[src/column_insert_delete_splice_core_assert.svh]
// Assertion macros for the column splice core.
`ifndef COLUMN_INSERT_DELETE_SPLICE_CORE_ASSERT_SVH
`define COLUMN_INSERT_DELETE_SPLICE_CORE_ASSERT_SVH

// condition holds at every clock edge out of reset
`define CSP_ASSERT_ALWAYS(label, cond) \
    label: assert property (@(posedge aclk) disable iff (!aresetn) (cond)) \
        else $error("csp assertion failed");

// same-cycle implication
`define CSP_ASSERT_IMPLY(label, ante, cons) \
    label: assert property (@(posedge aclk) disable iff (!aresetn) (ante) |-> (cons)) \
        else $error("csp assertion failed");

// next-cycle implication
`define CSP_ASSERT_NEXT(label, ante, cons) \
    label: assert property (@(posedge aclk) disable iff (!aresetn) (ante) |=> (cons)) \
        else $error("csp assertion failed");

`endif

[src/csp_pkg.sv]
// Shared types and constants of the column splice core.
`default_nettype none
package csp_pkg;

    localparam logic [1:0] FILL_STRING = 2'd0;
    localparam logic [1:0] FILL_BITS   = 2'd1;

    localparam logic [7:0] CH_GAP = 8'd45;
    localparam logic [7:0] CH_DOT = 8'd46;

    // splice geometry derived from the registers and the record length
    typedef struct packed {
        logic        unchanged;
        logic [13:0] new_length;
        logic [12:0] pe;         // first index touched by the splice
        logic        ins_pos;    // positive shift: insert run
        logic [12:0] ins_n;
        logic [13:0] ins_end;
        logic [13:0] del_n;      // clipped delete count
        logic        tail_ins;   // insert lies past the source
        logic [12:0] pos;
        logic        dot_en;
        logic        del_en;
        logic [12:0] del_hi;
    } geom_t;

endpackage
`default_nettype wire

[src/csp_geom.sv]
// Splice geometry: clipping, new length and load-time flag windows.
`default_nettype none
module csp_geom (
    input  logic [12:0]        splice_position,
    input  logic signed [13:0] shift_count,
    input  logic [12:0]        target_length,
    input  logic [1:0]         fill_mode,
    input  logic [12:0]        record_length,
    output csp_pkg::geom_t     geom
);
    import csp_pkg::*;

    logic [12:0] d;
    logic        neg;
    logic        posn;
    logic [13:0] mag;
    logic [13:0] room;
    logic [13:0] del;
    logic [14:0] del_end;
    logic        str_mode;
    logic [12:0] pe;

    always_comb begin
        d        = (target_length == 13'd0) ? record_length : target_length;
        neg      = shift_count[13];
        posn     = !neg && (shift_count != 14'sd0);
        mag      = neg ? (~shift_count + 14'sd1) : shift_count;
        room     = {1'b0, d} - {1'b0, splice_position};
        if (!neg || splice_position >= d) begin
            del = 14'd0;
        end else begin
            del = (mag > room) ? room : mag;
        end
        pe       = (splice_position < d) ? splice_position : d;
        str_mode = (fill_mode == FILL_STRING);
        del_end  = {2'b00, splice_position} + {1'b0, mag};

        geom.unchanged = (d == record_length)
                      && ((splice_position > record_length) || (!posn && del == 14'd0));
        if (geom.unchanged) begin
            geom.new_length = {1'b0, record_length};
        end else if (posn) begin
            geom.new_length = {1'b0, d} + {1'b0, shift_count[12:0]};
        end else begin
            geom.new_length = {1'b0, d} - del;
        end
        geom.pe       = pe;
        geom.ins_pos  = posn;
        geom.ins_n    = shift_count[12:0];
        geom.ins_end  = {1'b0, pe} + {1'b0, shift_count[12:0]};
        geom.del_n    = del;
        geom.tail_ins = splice_position > record_length;
        geom.pos      = splice_position;
        geom.dot_en   = str_mode && posn && (splice_position < record_length);
        geom.del_en   = str_mode && neg;
        geom.del_hi   = (del_end > {2'b00, record_length}) ? record_length : del_end[12:0];
    end

endmodule
`default_nettype wire

[config.mk]
export PLATFORM = sky130hd
export DESIGN_NAME = csp_geom
export DESIGN_NICKNAME = d
export VERILOG_FILES = /design/src/column_insert_delete_splice_core_assert.svh /design/src/csp_pkg.sv /design/src/csp_geom.sv
export SDC_FILE = /design/constraint.sdc
export NUM_CORES = 1
export LEC_CHECK = 0
export BUFFER_PORTS_ARGS = -buffer_cell sky130_fd_sc_hd__buf_2
export CAP_MARGIN = 30
export CELL_PAD_IN_SITES_DETAIL_PLACEMENT = 0
export CELL_PAD_IN_SITES_GLOBAL_PLACEMENT = 2
export CORE_AREA = 3 3 132 134
export DETAILED_ROUTE_END_ITERATION = 10
export DIE_AREA = 0 0 135 137
export PLACE_DENSITY_LB_ADDON = 0.08
export SLEW_MARGIN = 20
export SYNTH_ARGS = -nofsm -noshare
export SYNTH_HDL_FRONTEND = slang
export SYNTH_SLANG_ARGS = --single-unit
[constraint.sdc]
create_clock -name vclk -period 14.8
set_input_delay 0.74 -clock vclk [all_inputs]
set_output_delay 0.74 -clock vclk [all_outputs]
set_load 0.01 [all_outputs]
-- Word level (Yosys, flattened, before mapping)
Cells that the tools add are included.
- register bits after elaboration: 0
- bits in latches: 0
- bits in writable memories: 0
- ROM bits: 0
- output and inout bits: 99
- logic and storage cells: 36
- memories kept: 0
- add/subtract/negate cells: 6
- multipliers: 0
- div/mod/pow operators: 0
- magnitude comparators: 6
- eq/ne operators: 1
- shift-type cells: 0
- multiplexer cells: 8
- bitwise operators: 1
- reduce and logical (&&, ||, !) cells: 14
- operators with widths (kind ; count):
    $mux W14 ; 5
    $mux W13 ; 3
    $add A13 B13 Y14 ; 2
    $lt A13 B13 Y1 ; 2
    $add A13 B14 Y15 ; 1
    $gt A15 B13 Y1 ; 1
    $add A14 B2 Y14 const B ; 1
    $gt A14 B14 Y1 ; 1
    $logic_not A14 Y1 ; 1
    $not A14 Y14 ; 1
    $reduce_bool A14 Y1 ; 1
    $sub A13 B13 Y14 ; 1
    $sub A13 B14 Y14 ; 1
    $eq A13 B13 Y1 ; 1
    $ge A13 B13 Y1 ; 1
    $gt A13 B13 Y1 ; 1
    $logic_not A13 Y1 ; 1
    $logic_and A1 B1 Y1 ; 6
    $logic_not A1 Y1 ; 2
    $logic_not A2 Y1 ; 1
    $logic_or A1 B1 Y1 ; 2

-- Depth between registers and ports, before layout
Gate-level depths: netlist of the first run.
- depth after elaboration: 11
- depth in mapped cells: 38
- depth with buffers taken out: 36

-- Worst setup path after synthesis of the first run
Ideal clock, no wire load.
- path kind: input -> output
- start: input port target_length[0]
- end: output port geom[96] (netlist bit)
- arrival: 7.633 ns
- data required time: 14.060 ns
- setup slack: 6.427 ns
- stages on the path: 35
- path buffers: 3
- cells stage by stage: or4_1 nor4_1 clkbuf_1 a21o_1 ha_1 o21a_1 o21ai_1 a22o_1 nor2b_1 o21ai_0 a211o_1 ha_1 and4_1 and3_1 o31ai_2 and3_1 nor2_1 buf_2 buf_2 nor2_1 a21oi_1 nand2b_1 ha_1 mux2_2 fa_1 a21o_1 a21oi_1 nor2b_1 o21a_1 o21ai_0 nand2b_1 a41oi_1 a21oi_1 xnor2_1 mux2i_1
- RTL lines (item ; line ; RTL):
    from (decl) ; csp_geom.sv:6 ; input logic [12:0] target_length,
    to (decl) ; csp_geom.sv:9 ; output csp_pkg::geom_t geom

==> results of run 1 <==
==> routing by layer <==
| metal | GRT usage | share of wire |
|---|---|---|
| met5 | 0 | 0 |
| met4 | 0.0263 | 0.014 |
| met3 | 0.00735 | 0.045 |
| met2 | 0.406 | 0.48 |
| met1 | 0.314 | 0.46 |
==> worst min path at each step <==
stage | cells after the start | end | slack, ns | start
after floorplan | 1 | geom[13] | 1.53 | fill_mode[0]
after global routing | 3 | geom[13] | 1.74 | fill_mode[0]
final | 2 | geom[16] | 1.72 | splice_position[1]
after global placement | 2 | geom[16] | 1.72 | splice_position[1]
after CTS | 2 | geom[16] | 1.73 | splice_position[1]
after detailed placement | 2 | geom[16] | 1.73 | splice_position[1]
==> cell usage in the layout (no fill, tap or decap), types with 9 or more instances in the layout <==
master and count:
a21o_1 28, nand2_1 45, inv_1 61, ha_1 94, mux2i_1 13, a21oi_1 59, nand4_1 9, buf_2 155
xnor2_1 37, nor2_1 57, xor2_1 21, nand3_1 13, nor2b_1 11, o21ai_0 33, nor3_1 25, o21a_1 12
mux2_1 11
==> where the power goes <==
group / leakage [nW] / switching (mW) / internal, mW
clock: 0 / 0 / 0
sequential: 0 / 0 / 0
combinational: 3.05 / 0.273 / 0.190
total: 3.05 / 0.273 / 0.190
==> cell families (layout without fill, tap and decap cells) <==
logic type / count (synthesis) / in the layout / synth area share
xor gates and xnor gates: 59 / 59 / 0.0974
buffers and inverters: 106 / 219 / 0.101
and+or+nand+nor: 216 / 216 / 0.214
AOI/OAI and AO/OA: 226 / 226 / 0.298
muxes: 28 / 28 / 0.0556
adders and majority gates: 98 / 98 / 0.233
==> cell type report <==
class	instances	area (µm²)
inverters	61	229
multi-input cells	627	4840
repair buffers	158	798
fillers	1789	10300
well taps	220	275
==> stage by stage <==
stage	setup slack (ns)	util	instance area, µm²	power [mW]
detailed placement	5.66	0.375	6150	0.463
global route	4.96	0.375	6150	0.512
CTS	5.64	0.375	6150	0.465
finish	5.54	0.375	6150	0.464
global placement	5.40	0.374	6140	0.462
floorplan	6.43	-	5380	0.316
==> out/metrics.csv, run 1 <==
stage,metric,value,unit
detailed_routing,vias_per_cell,5.52,
setup_path,crit_end,geom[94],
clock_network,cts_setup_buffers,0,
synth,synth_largest_area_cell,ha_1,
detailed_routing,wl_per_cell,20.6,µm
global_route,track_usage,0.227,
final_layout,regArea,0,µm²
global_route,antenna_found_initial,0,
floorplanning,die_h,137,µm
synth,syn_area,0.00538,mm²
sta,setup_violations,0,
placed_design,port-buffer-count,154,
placed_design,dp_hpwl,19300,µm
power_and_ir_drop,power_density,75.5,mW/mm²
setup_path,cp-end-kind,output pin,
synth,syn_avg_cell_area,7.34,µm²
clock_network,ctsResizeCount,0,
sta,slew_headroom,0.496,
synth,synth_top_area_share,0.219,
final_layout,antennaDiodeCount,0,
global_route,grt_pass1_vias,5814,
clock_network,holdBufCountCts,0,
sta,worst_pin_slew,0.751,ns
synth,netlist_top_cells_count,"ha_1 (94), inv_1 (61), a21oi_1 (59)",
placed_design,gp_congestion,0.938,
detailed_routing,drc,0,
detailed_routing,drt-initial-drc-count,272,
sta,fin_crit,9.26,ns
floorplanning,die_x,135,µm
detailed_routing,wl,21900,µm
power_and_ir_drop,vdd_drop_max,29.3,µV
setup_path,critPathLaunchType,input pin,
placed_design,dp.cells,1066,
synth,yosys_warnings,0,
sta,fmax,108,MHz
synth,synthDistinctLibCells,83,
sta,rsz0062_at_grt,no,
min_path,worstHoldPathType,input pin to output pin,
global_route,grt_max_degree,29,
final_layout,syn_to_final_growth,14.2,%
detailed_routing,first_pass_iters,6,
synth,syn_nets,886,
detailed_routing,vias,5889,
floorplanning,die-area,0.0185,mm²
setup_path,worstPathMaxFanout,9,
floorplanning,initial_utilization,0.328,
power_and_ir_drop,p_leak,3.05,nW
sta,tns,0,ns
synth,netlist_instances,733,
flow_run,cap_violations,0,
synth,synth.most_common_cell,ha_1,
sta,final_max_slew_viol_count,0,
run_status,status,finished clean,
sta,post-route-period-util,0.626,
final_layout,nClkBuffers,0,
sta,hold_viol,0,
setup_path,crit_start,target_length[0],
final_layout,seq_cells,0,
synth,synthTopCellsByArea,"ha_1 (22%), xnor2_1 (6.0%), a21oi_1 (5.5%)",
final_layout,drive_gt1_frac,0.232,
setup_path,critical_path_cell_count,35,
setup_path,critPathTopFamily,simple AND/OR/NAND/NOR gates,
floorplanning,design.core.area,0.0164,mm²
sta,holdWs,1.72,ns
setup_path,crit_required,14.06,ns
setup_path,cpMaxStageDelayCell,or4_1,
synth,yosysSeqAreaShare,0,
setup_path,slowest_delay,0.53,ns
detailed_routing,ant_nets,0,
final_layout,final_nets,1001,
final_layout,final_cells,1066,
setup_path,cp.buffers_inverters,3,
setup_path,critPathKind,input pin to output pin,
global_route,grt_pass1_wl,33100,µm
global_route,grt-ovfl-total,0,
setup_path,cp.arrival,8.52,ns
floorplanning,design.portCount,154,
floorplanning,row_count,47,
(Power assumes the default switching activity.)
==> inputs of run 2 (changes only) <==
--- a/config.mk
+++ b/config.mk
@@ -5,13 +5,14 @@
 export SDC_FILE = /design/constraint.sdc
 export NUM_CORES = 1
 export LEC_CHECK = 0
+export ABC_AREA = 1
 export BUFFER_PORTS_ARGS = -buffer_cell sky130_fd_sc_hd__buf_2
 export CAP_MARGIN = 30
 export CELL_PAD_IN_SITES_DETAIL_PLACEMENT = 0
 export CELL_PAD_IN_SITES_GLOBAL_PLACEMENT = 2
-export CORE_AREA = 3 3 132 134
+export CORE_AREA = 3 3 148 150
 export DETAILED_ROUTE_END_ITERATION = 10
-export DIE_AREA = 0 0 135 137
+export DIE_AREA = 0 0 151 153
 export PLACE_DENSITY_LB_ADDON = 0.08
 export SLEW_MARGIN = 20
 export SYNTH_ARGS = -nofsm -noshare
==> constraint.sdc (replaced) <==
create_clock -name vclk -period 9.25
set_input_delay 0.4625 -clock vclk [all_inputs]
set_output_delay 0.4625 -clock vclk [all_outputs]
set_load 0.01 [all_outputs]
==> out/metrics.csv, run 2 <==
stage,metric,value,unit,change
run_status,status,finished clean,,unchanged
synth,syn_nets,1168,,was 886
sta,worst_pin_slew,0.797,ns,was 0.751 ns
setup_path,cp.arrival,6.90,ns,was 8.52 ns
final_layout,regArea,0,µm²,unchanged
detailed_routing,wl_met1,12600,µm,was 10200 µm
detailed_routing,wl_per_cell,18.7,µm,was 20.6 µm
floorplanning,design.core.area,0.0208,mm²,was 0.0164 mm²
detailed_routing,wl_met2,12500,µm,was 10400 µm
global_route,grt_pass1_wl,39500,µm,was 33100 µm
synth,synth.most_common_cell,nand2_1,,was ha_1
clock_network,ctsResizeCount,0,,unchanged
floorplanning,initial_utilization,0.277,,was 0.328
power_and_ir_drop,p_leak,4.04,nW,was 3.05 nW
setup_path,cpMaxStageDelayCell,ha_1,,was or4_1
min_path,worstHoldPathType,input pin to output pin,,unchanged
final_layout,multi_input_area,0.00485,mm²,was 0.00484 mm²
global_route,track_usage,0.222,,was 0.227
synth,synthTopCellsByArea,"ha_1 (20%), nand2_1 (19%), inv_1 (10%)",,"was ha_1 (22%), xnor2_1 (6.0%), a21oi_1 (5.5%)"
sta,fin_crit,7.36,ns,
min_path,hp-start,splice_position[1],,unchanged
final_layout,layout_commonest_cell,nand2_1,,was buf_2
sta,tns,0,ns,unchanged
setup_path,worstPathMaxFanout,16,,was 9
placed_design,gp_congestion,0.896,,was 0.938
synth,synth-simple-area-share,0.393,,was 0.214
setup_path,crit_top_cell,nand2_1,,
flow_run,cap_violations,0,,unchanged
floorplanning,row_count,53,,was 47
detailed_routing,highest_layer,met4,,unchanged
final_layout,final_nets,1296,,was 1001
synth,synth_top_family_by_area,simple AND/OR/NAND/NOR gates,,was compound AO/OA/AOI/OAI gates
placed_design,port-buffer-count,154,,unchanged
setup_path,cp-end-kind,output pin,,unchanged
placed_design,dpl_cell_area,0.00669,mm²,was 0.00615 mm²
synth,yosysSeqAreaShare,0,,unchanged
detailed_routing,ant_nets,0,,unchanged
setup_path,slowest_delay,0.49,ns,was 0.53 ns
sta,rsz0062_at_grt,no,,unchanged
global_route,grt-ovfl-total,0,,unchanged
synth,syn_area,0.00577,mm²,was 0.00538 mm²
floorplanning,die_x,151,µm,was 135 µm
synth,synth_largest_area_cell,ha_1,,unchanged
global_route,grt_pass1_vias,6728,,was 5814
placed_design,dp_hpwl,23300,µm,was 19300 µm
setup_path,crit_start,target_length[5],,was target_length[0]
final_layout,final_area,0.00669,mm²,was 0.00615 mm²
sta,setup_violations,0,,unchanged
synth,netlist_instances,1015,,was 733
floorplanning,die-area,0.0231,mm²,was 0.0185 mm²
floorplanning,design.portCount,154,,unchanged
final_layout,nClkBuffers,0,,unchanged
final_layout,final_cell_mix,"nand2_1 (288), inv_1 (156), buf_2 (154)",,"was buf_2 (155), ha_1 (94), inv_1 (61)"
final_layout,antennaDiodeCount,0,,unchanged
detailed_routing,drc,0,,unchanged
synth,syn_avg_cell_area,5.69,µm²,was 7.34 µm²
setup_path,crit_required,8.79,ns,was 14.06 ns
power_and_ir_drop,power_density,119,mW/mm²,was 75.5 mW/mm²
sta,final_max_slew_viol_count,0,,unchanged
synth,synth_xor_area_frac,0.0743,,was 0.0974
synth,yosys_warnings,0,,unchanged
final_layout,syn_to_final_growth,15.8,%,was 14.2%
sta,post-route-period-util,0.795,,
clock_network,holdBufCountCts,0,,unchanged
detailed_routing,vias_per_cell,4.85,,was 5.52
floorplanning,die_h,153,µm,was 137 µm
synth,synth_top_area_share,0.204,,was 0.219
global_route,antenna_found_initial,0,,unchanged
setup_path,critPathLaunchType,input pin,,unchanged
global_route,grt_max_degree,27,,was 29
detailed_routing,routed-wl-met3,1080,µm,was 997 µm
power_and_ir_drop,vdd_drop_max,51.0,µV,was 29.3 µV
detailed_routing,wl,26500,µm,was 21900 µm
synth,synth_compound_area_frac,0.155,,was 0.298
final_layout,nFillCells,2474,,was 1789
detailed_routing,drt-initial-drc-count,310,,was 272
final_layout,drive_gt1_frac,0.188,,was 0.232
sta,fmax,136,MHz,
setup_path,critPathKind,input pin to output pin,,unchanged
power_and_ir_drop,total_power,793,µW,was 464 µW
synth,synthAdderAreaFrac,0.218,,was 0.233
sta,hold_viol,0,,unchanged
synth,netlist_top_cells_count,"nand2_1 (288), inv_1 (156), ha_1 (94)",,"was ha_1 (94), inv_1 (61), a21oi_1 (59)"
synth,synthDistinctLibCells,50,,was 83
final_layout,seq_cells,0,,unchanged
synth,synth_mux_area_frac,0,,was 0.0556
detailed_routing,vias,6873,,was 5889
detailed_routing,first_pass_iters,5,,was 6
clock_network,cts_setup_buffers,0,,unchanged
sta,slew_headroom,0.463,,was 0.496
run 2: cell count changes in the layout (fill, tap and decap cells not counted), moves of 11 or more:
cell,change
a21o_1,-25
inv_1,+95
mux2_1,-11
mux2i_1,-13
nand2_1,+243
nand3_1,+53
nand4_1,+15
nor2b_1,-11
nor3_1,-17
o21a_1,-11
o21ai_0,+27
xnor2_1,-26
xor2_1,+17
run 2: power breakdown:
group	switching (mW)	internal, mW	leakage (nW)	total [mW]
clock	0	0	0	0
combinational	0.507	0.286	4.04	0.793
sequential	0	0	0	0
total	0.507	0.286	4.04	0.793
run 2: worst max-delay path: cells and delay by family:
family / cells / cell delay, ns
AND/OR/NAND/NOR: 24 / 3.00
adder cells (fa/ha/maj): 4 / 1.38
AO/OA/AOI/OAI: 5 / 1.23
buffers and inverters: 7 / 0.79
run 2: kinds of logic after synthesis:
group / count (synthesis)
buffers and inverters: 208
AO/OA/AOI/OAI: 162
adder cells (fa/ha/maj): 98
XOR/XNOR: 49
AND/OR/NAND/NOR: 498
run 2: routing by layer:
layer | vias up | GRT usage
met5 | - | 0
met4 | 0 | 0.0229
met3 | 16 | 0.00830
met2 | 170 | 0.390
met1 | 3137 | 0.311
li1 | 3550 | -
run 2: path summary, 6_finish.rpt:
check	end	cells after the start
min	geom[16]	2
max	geom[97]	40
run 2: metrics by stage:
stage          hold WS (ns)   util  setup WS [ns]  std cells
2_1_floorplan          1.02      -           3.25       1015
6_report               1.18  0.321           1.89       1416
5_1_grt                1.20  0.321           1.33       1416
3_3_place_gp           1.20  0.321           1.91       1416
4_1_cts                1.18  0.321           2.00       1416
3_5_place_dp           1.18  0.321           2.01       1416
run 2: layout make-up:
type / instances / area share
Inverter: 169 / 0.0949
Timing Repair Buffer: 165 / 0.128
Multi-Input combinational cell: 807 / 0.726
Tap cell: 275 / 0.0515
==> inputs of run 3 (changes only) <==
==> constraint.sdc (replaced) <==
create_clock -name vclk -period 6.9
set_input_delay 0.345 -clock vclk [all_inputs]
set_output_delay 0.345 -clock vclk [all_outputs]
set_load 0.01 [all_outputs]
==> out/metrics.csv, run 3 (synthesis results as in run 2) <==
stage,metric,value,unit,change
final_layout,final_nets,1312,,was 1296
final_layout,regArea,0,µm²,unchanged
detailed_routing,wl,26900,µm,was 26500 µm
sta,finalWorstSetupSlack,0.554,ns,was 1.89 ns
detailed_routing,first_pass_iters,5,,unchanged
min_path,worstHoldPathType,input pin to output pin,,unchanged
power_and_ir_drop,vdd_drop_max,72.5,µV,was 51.0 µV
global_route,grt_pass1_wl,40700,µm,was 39500 µm
power_and_ir_drop,p_leak,4.12,nW,was 4.04 nW
global_route,grt_pass1_vias,6879,,was 6728
placed_design,gp_congestion,0.904,,was 0.896
sta,tns,0,ns,unchanged
global_route,antenna_found_initial,0,,unchanged
placed_design,dp_hpwl,24000,µm,was 23300 µm
sta,post-route-period-util,0.920,,
sta,slew_headroom,0.549,,was 0.463
setup_path,critPathKind,input pin to output pin,,unchanged
run_status,status,finished clean,,unchanged
setup_path,critPathLaunchType,input pin,,unchanged
floorplanning,die-area,0.0231,mm²,unchanged
floorplanning,row_count,53,,unchanged
placed_design,port-buffer-count,154,,unchanged
final_layout,drive_gt1_frac,0.217,,was 0.188
final_layout,antennaDiodeCount,0,,unchanged
sta,holdWs,0.949,ns,was 1.18 ns
placed_design,place_ws,0.260,ns,was 2.01 ns
flow_run,cap_violations,0,,unchanged
final_layout,final_area,0.00690,mm²,was 0.00669 mm²
floorplanning,die_h,153,µm,unchanged
min_path,hold_end,geom[16],,unchanged
setup_path,crit_start,target_length[5],,unchanged
detailed_routing,drt-initial-drc-count,334,,was 310
setup_path,crit_required,6.55,ns,was 8.79 ns
placed_design,dpl_cell_area,0.00678,mm²,was 0.00669 mm²
setup_path,cp.arrival,6.00,ns,was 6.90 ns
sta,setup_violations,0,,unchanged
detailed_routing,drc,0,,unchanged
floorplanning,die_x,151,µm,unchanged
setup_path,critPathTopFamily,simple AND/OR/NAND/NOR gates,,unchanged
final_layout,layout_commonest_cell,nand2_1,,unchanged
sta,fmax,158,MHz,
clock_network,holdBufCountCts,0,,unchanged
final_layout,seq_cells,0,,unchanged
sta,hold_viol,0,,unchanged
sta,rsz0062_at_grt,no,,unchanged
power_and_ir_drop,power_density,161,mW/mm²,was 119 mW/mm²
setup_path,cpMaxStageDelayCell,ha_1,,unchanged
floorplanning,design.core.area,0.0208,mm²,unchanged
detailed_routing,ant_nets,0,,unchanged
setup_path,cp.buffers_inverters,9,,was 7
setup_path,cp-end-kind,output pin,,unchanged
min_path,hp-start,splice_position[1],,unchanged
global_route,grt_max_degree,27,,unchanged
global_route,track_usage,0.227,,was 0.222
min_path,whs_path_depth,2,,unchanged
floorplanning,design.portCount,154,,unchanged
sta,final_max_slew_viol_count,0,,unchanged
sta,worst_pin_slew,0.669,ns,was 0.797 ns
detailed_routing,vias,6930,,was 6873
sta,fin_crit,6.35,ns,
final_layout,final_cell_mix,"nand2_1 (287), buf_2 (154), inv_1 (153)",,"was nand2_1 (288), inv_1 (156), buf_2 (154)"
floorplanning,initial_utilization,0.277,,unchanged
global_route,grt-ovfl-total,0,,unchanged
setup_path,slowest_delay,0.36,ns,was 0.49 ns
setup_path,crit_top_cell,nand2_1,,unchanged
detailed_routing,wl_per_cell,18.8,µm,was 18.7 µm
final_layout,syn_to_final_growth,19.5,%,was 15.8%
setup_path,worstPathMaxFanout,15,,was 16
final_layout,nClkBuffers,0,,unchanged
detailed_routing,vias_per_cell,4.84,,was 4.85
## run 3: changes by cell type in the layout (fill, tap and decap cells not counted), sizes merged
cell,change
buf,+15
nand2,+1
## run 3: repair_timing
item | 4_1_cts | 5_1_grt
gates resized for setup | 0 | 37
endpoints found under the setup margin | 0 | 8
setup buffers | 0 | 2
## run 3: worst max-delay path by stage
stage               endpoint  slack [ns]  cells after the start
floorplan           geom[97]        1.13                     41
global placement    geom[97]        0.18                     42
detailed placement  geom[97]        0.26                     42
CTS                 geom[97]        0.24                     42
global route        geom[97]       0.004                     43
finish              geom[97]        0.55                     41
## run 3: metrics by stage
step | cells | power (mW) | utilization
CTS | 1429 | 1.10 | 0.326
floorplan | 1015 | 0.722 | -
global route | 1432 | 1.25 | 0.331
finish | 1432 | 1.11 | 0.331
detailed placement | 1429 | 1.10 | 0.326
global placement | 1429 | 1.10 | 0.326
## run 3: final cells by class
class	instances	area [µm²]
fillers	2489	13900
multi-input cells	808	4960
inverters	169	634
well taps	275	344
repair buffers	180	966
## run 3: per-layer routing
metal / track usage / share of wire / vias up
li1: - / - / 3576
met1: 0.336 / 0.50 / 3163
met2: 0.376 / 0.44 / 177
met3: 0.0113 / 0.042 / 14
met4: 0.0190 / 0.012 / 0
met5: 0 / 0 / -
## run 3: where the power goes
part / switching, mW / total [mW] / internal [mW]
clock network: 0 / 0 / 0
registers: 0 / 0 / 0
logic: 0.708 / 1.11 / 0.405
